`src/hw/rtl/dct_pkg.sv`:
```
`timescale 1ns / 1ps
// ============================================================================
// dct_pkg
// Shared constants and types for the dirty cluster tracker.
// ============================================================================
package dct_pkg;
    localparam int MAX_CLUSTERS = 65536;
    localparam int IDX_W   = $clog2(MAX_CLUSTERS);
    localparam int CNT_W   = IDX_W + 1;
    localparam int ROW_W   = 32;
    localparam int ROW_AW  = (IDX_W > 5) ? IDX_W - 5 : 1;
    localparam int ROWS    = MAX_CLUSTERS / ROW_W;

    localparam logic [2:0] OP_WRITE = 3'd0;
    localparam logic [2:0] OP_CLEAR = 3'd1;
    localparam logic [2:0] OP_NEXT  = 3'd2;
    localparam logic [2:0] OP_START = 3'd3;
    localparam logic [2:0] OP_STOP  = 3'd4;

    localparam logic [1:0] ST_OK       = 2'd0;
    localparam logic [1:0] ST_INVALID  = 2'd1;
    localparam logic [1:0] ST_INACTIVE = 2'd2;
    localparam logic [1:0] ST_ACTIVE   = 2'd3;

    typedef struct packed {
        logic [1:0]       status;
        logic             found;
        logic [IDX_W-1:0] cluster;
    } result_t;
endpackage

```
`src/hw/rtl/dct_div.sv`:
```
`timescale 1ns / 1ps
// ============================================================================
// dct_div
// Radix-2 restoring divider, one quotient bit per cycle (42 / 25 bits).
// ============================================================================
module dct_div
    import dct_pkg::*;
(
    input  logic        aclk,
    input  logic        aresetn,
    input  logic        start,
    input  logic [41:0] dividend,
    input  logic [24:0] divisor,
    output logic        done,
    output logic [41:0] quotient
);
    logic [41:0] q_reg, q_next;
    logic [25:0] r_reg, r_next;
    logic [5:0]  n_reg, n_next;
    logic        busy_reg, busy_next;
    logic [25:0] trial;
    logic [26:0] diff;

    always_comb begin
        q_next = q_reg;
        r_next = r_reg;
        n_next = n_reg;
        busy_next = busy_reg;
        trial = {r_reg[24:0], q_reg[41]};
        diff  = {1'b0, trial} - {2'b0, divisor};
        if (start) begin
            q_next = dividend;
            r_next = '0;
            n_next = 6'd42;
            busy_next = 1'b1;
        end else if (busy_reg) begin
            if (!diff[26]) begin
                r_next = diff[25:0];
                q_next = {q_reg[40:0], 1'b1};
            end else begin
                r_next = trial;
                q_next = {q_reg[40:0], 1'b0};
            end
            n_next = n_reg - 6'd1;
            if (n_reg == 6'd1) busy_next = 1'b0;
        end
    end

    always_ff @(posedge aclk) begin
        if (!aresetn) begin
            busy_reg <= 1'b0;
            n_reg <= '0;
        end else begin
            busy_reg <= busy_next;
            n_reg <= n_next;
        end
        q_reg <= q_next;
        r_reg <= r_next;
    end

    // final quotient from the last shift step, valid while done is high
    assign done = busy_reg && (n_reg == 6'd1);
    assign quotient = {q_reg[40:0], ~diff[26]};
endmodule

```
`config.mk`:
```
export PLATFORM = sky130hd
export DESIGN_NAME = dct_div
export DESIGN_NICKNAME = d
export VERILOG_FILES = /design/src/hw/rtl/dct_pkg.sv /design/src/hw/rtl/dct_div.sv
export SDC_FILE = /design/constraint.sdc
export NUM_CORES = 1
export LEC_CHECK = 0
export BUFFER_PORTS_ARGS = -buffer_cell sky130_fd_sc_hd__buf_2
export CORE_ASPECT_RATIO = 0.75
export CORE_MARGIN = 1.5
export CORE_UTILIZATION = 30
export DETAILED_ROUTE_END_ITERATION = 12
export SYNTH_ARGS = -nofsm -noshare
export SYNTH_HDL_FRONTEND = slang
export SYNTH_SLANG_ARGS = --single-unit
export TNS_END_PERCENT = 1
```
`constraint.sdc`:
```
create_clock -name aclk -period 4.97 [get_ports aclk]
set_input_delay 0.7455 -clock aclk [delete_from_list [all_inputs] [get_ports aclk]]
set_output_delay 0.7455 -clock aclk [all_outputs]
set_load 0.02 [all_outputs]
```
== Yosys cells after proc, flatten, opt, wreduce, memory -nomap -nowiden ==
Cells that the tools add are included.

* Add/sub/neg operators: 2
* Equality and inequality tests: 1
* Multiplexer cells: 9
* Bitwise operators: 2
* Reduce and logical (&&, ||, !) cells: 3

{| class="wikitable"
|+ Operators by type and width
! kind !! count
|-
| $mux 42 || 2
|-
| $sub 26x25->27 || 1
|-
| $mux 25 || 1
|-
| $mux 6 || 2
|-
| $eq 6x1->1 const B || 1
|-
| $sub 6x1->6 const B || 1
|-
| $mux 1 || 4
|-
| $not 1->1 || 2
|-
| $reduce_bool 2->1 || 1
|-
| $reduce_or 2->1 || 1
|-
| $logic_and 1x1->1 || 1
|}

* Register bits: 74
* Input bits: 70
* Output and inout bits: 43
* Logic and storage cells: 22

== Longest topological paths before layout ==
* Depth after elaboration: 4
* Depth in mapped cells: 14
* Depth with buffers taken out: 12

== Least setup slack after synthesis ==
OpenSTA, ideal clock, no wires.

* Path kind: input-to-output
* Start: in divisor[19]
* End: out quotient[0]
* Arrival time: 2575 ps
* Data required time: 4225 ps
* Slack: 1650 ps
* Cell stages on the path: 10
* Buffers on the path: 2
* Cell sequence: inv_1 ha_1 a21o_1 a31o_1 a21o_1 a2111oi_2 a31o_1 buf_4 inv_2 buf_6

* Longest elaborated chain between the ends: 2

{| class="wikitable"
|+ RTL lines
! element !! line !! source
|-
| from (decl) || dct_div.sv:13 || <nowiki>input logic [24:0] divisor,</nowiki>
|-
| $sub 26x25->27 || dct_div.sv:30 || <nowiki>diff = {1'b0, trial} - {2'b0, divisor};</nowiki>
|-
| $not 1->1 || dct_div.sv:63 || <nowiki>assign quotient = {q_reg[40:0], ~diff[26]};</nowiki>
|-
| to (decl) || dct_div.sv:15 || <nowiki>output logic [41:0] quotient</nowiki>
|}

No other way between the ends.

== Worst setup path in the final report ==
* Start: in divisor[0]
* End: out quotient[0]

Same word-level chain as after synthesis.

==> impl_results.md <==
* # DRC at 0
* Setup CP Type: in -> out
* Number of flip-flops in the largest register at 42
* Crit end category: output port
* Fill count at 1,634
* Clk pwr share at 37.8%
* Synth cell count leaders: 44 x buf_4, 43 x nor2_1, 42 x edfxtp_1, 42 x mux2_2
* Internal power at 1.33 mW
* Post-synth ARST share at 0%
* Total Routing Usage GR at 12.8%
* WL/cell at 13.9 µm
* CTS max path bufs at 2
* Setup TNS at 0 ns
* Hold_buf cts at 0
* Max-Cap Viols at 0
* Ys Warns at 0
* # setup viols final at 0
* Initial Util at 30.6%
* Nets at 663
* Clock latency on the worst-skew pair at 0.34 ns
* Synth Flop Type: edfxtp_1
* Final Skew at 0.00986 ns
* Part of the power in combinational logic at 21.8%
* Post-placement cell count at 764
* N_diodes at 0
* Max incr delay on CP at 0.42 ns
* Seq/Total Area, Yosys at 39.1%
* Switching part of the total at 28.8%
* Slew HR at 33.8%
* H-tree depth at 3
* Top-area cell type share of the netlist area at 25.9%
* Data required, critical path at 4.22 ns
* Initial DRC Count at 200
* TritonCTS Sinks at 74
* Sw Pwr at 0.539 mW
* Final hold violation count at 0
* Post-Syn Instances at 503
* Netlist cell types at 53
* CTS buffer count at 9
* Slew @ Worst Pin at 0.994 ns
* Critical path fanouts, max at 11
* CTS tree: built
* F_max at 0.271 GHz
* Syn_area_per_cell at 9.67 µm²
* RSZ-0062 raised after global routing: false
* Post-CTS Setup Inserts at 0
* Status: complete, no violations
* R2r setup slk at 1.99 ns
* Worst hold path type: reg -> reg
* Die width at 150 µm
* Top Ports at 113
* CTS clk-pin slew, worst paths at 0.06 ns
* #FFs+latches synth at 74
* Largest net degree at the start of global routing at 59
* Vias in the first global route at 3,513
* Gpl congestion at 0.869
* Vias at 3,710
* First-pass GRT wire length at 17.3 mm
* Area delta synth->final at 15.1%
* Initial DRT Pass Iterations at 4
* Max Transition Viols Final at 0
* Final Instance Count excl. Fillers at 780
* WP data arrival at 2.94 ns
* Post-synth EDFFs at 42
* Setup crit start kind: input pin
* Std-Cell Rows at 40
* Period utilisation layout at 74.2%
* Post-synthesis cell area at 4860 µm²
* CP most frequent cell: buf_2
* Core ar. at 15,900 µm²
* CTS-repair resized insts at 0
* VDD IR-drop max at 0.165 mV
* Layout cell share with drive strength beyond 1 at 31.2%
* Synthesized Nets at 601
* Full die area at 17,000 µm²
* Via density at 4.76
* Pwr dens at 334 nW/µm²
* Critical path's top delay family: compound AO/OA/AOI/OAI gates
* Synth area leader: edfxtp_1
* Worst path slowest cell: a211oi_1
* Synth top area cells: edfxtp_1 26%, dfxtp_1 13%, mux2_2 9.7%, ha_1 6.9%, buf_4 6.8%
* GRT overflow at 0
* Final ANT Viol Nets at 0
* CP Cell Sequence: buf_2 -> ha_1 -> inv_1 -> fa_1 -> a21oi_1 -> nand4b_1 -> a211oi_1 -> o2111ai_1 -> a31o_1 -> inv_2 -> buf_2
* Sequential power share at 40.4%
* Worst path buffer plus inverter count at 4
* P_leak at 2.44 nW
* DRT Wirelength at 10.8 mm
* PortBufs at 112
* Final min period at 3.69 ns
* Initial antenna violation count at 0
* Count leader, synth: buf_4
* Post-DP HPWL at 7.90 mm
* Die height at 113 µm
* Root buf cell: clkbuf_16
[final timing paths]
path                    from          end  depth (start not counted)
setup / recovery  divisor[0]  quotient[0]                         11
hold / removal     r_reg[20]    r_reg[20]                          2
setup reg to reg   q_reg[41]    r_reg[21]                         13
hold reg to reg    r_reg[20]    r_reg[20]                          2
[metal layers]
metal	routed length [µm]	track usage, %	share of wire (%)	vias up
met5	0	0	0	-
met4	174	4.38	1.6	0
met3	371	3.23	3.4	16
met2	5010	20.0	46	55
met1	5260	17.2	49	1745
li1	-	-	-	1894
[cell usage in the layout, fill, tap and decap left out, types with 3 or more instances in the layout]
master	synthesis	routed
clkbuf_16	0	9
edfxtp_1	42	42
and3_1	4	4
a31oi_1	9	9
a21oi_1	33	33
o22ai_1	3	3
xnor2_1	9	9
xor2_1	13	13
buf_4	44	3
nor3_1	9	9
nand2b_1	6	6
o21a_1	5	5
inv_1	33	33
buf_2	2	112
a311oi_1	3	3
a21o_1	12	12
o21ai_0	15	15
mux2i_1	7	7
nor3b_1	4	4
dfxtp_1	32	31
ha_1	27	27
nor2_1	43	43
mux2_2	42	42
nand2_1	28	28
nand3_1	6	6
a211oi_1	14	14
nor2b_1	8	8
[logic make-up after synthesis]
logic type / Yosys count / share of synthesized area, %
AND/OR/NAND/NOR: 120 / 11.9
multiplexers: 49 / 11.2
XOR/XNOR: 22 / 3.96
flip-flops: 74 / 39.1
adder cells (fa/ha/maj): 28 / 7.36
AO/OA/AOI/OAI: 112 / 15.1
buffers and inverters: 98 / 11.5
[power by group through the flow]
stage	Sequential (mW)	Clock (mW)	Combinational (mW)
global placement	0.766	0	0.400
floorplan	0.750	0	0.355
detailed placement	0.768	0	0.408
global route	0.764	0.754	0.450
CTS	0.756	0.726	0.411
finish	0.755	0.707	0.408
[metrics by stage]
step	hold slack, ns	setup slack, ns	util [%]	instance area (µm²)	total power [mW]
after floorplan	0.468	1.65	-	4860	1.11
after global placement	0.486	1.35	33.2	5280	1.17
after detailed placement	0.489	1.28	33.2	5280	1.18
after CTS	0.501	1.26	35.2	5600	1.89
after global routing	0.525	1.08	35.2	5600	1.97
final	0.498	1.28	35.2	5600	1.87
[final cells by class]
class	instances	area, µm²	share of cell area (%)
clock buffer	10	229	4.09
tap	210	263	4.69
inverter	34	128	2.28
sequential	74	1900	34.0
timing repair buffer	115	583	10.4
clock inverter	6	90.1	1.61
multi-input combinational	331	2400	42.9
[tightest hold or removal path: cells and delay by family (launching register included)]
family           cells  cell delay, ns
flip-flops           1            0.32
AND/OR/NAND/NOR      2            0.14
Power figures use the tool's default switching activity.
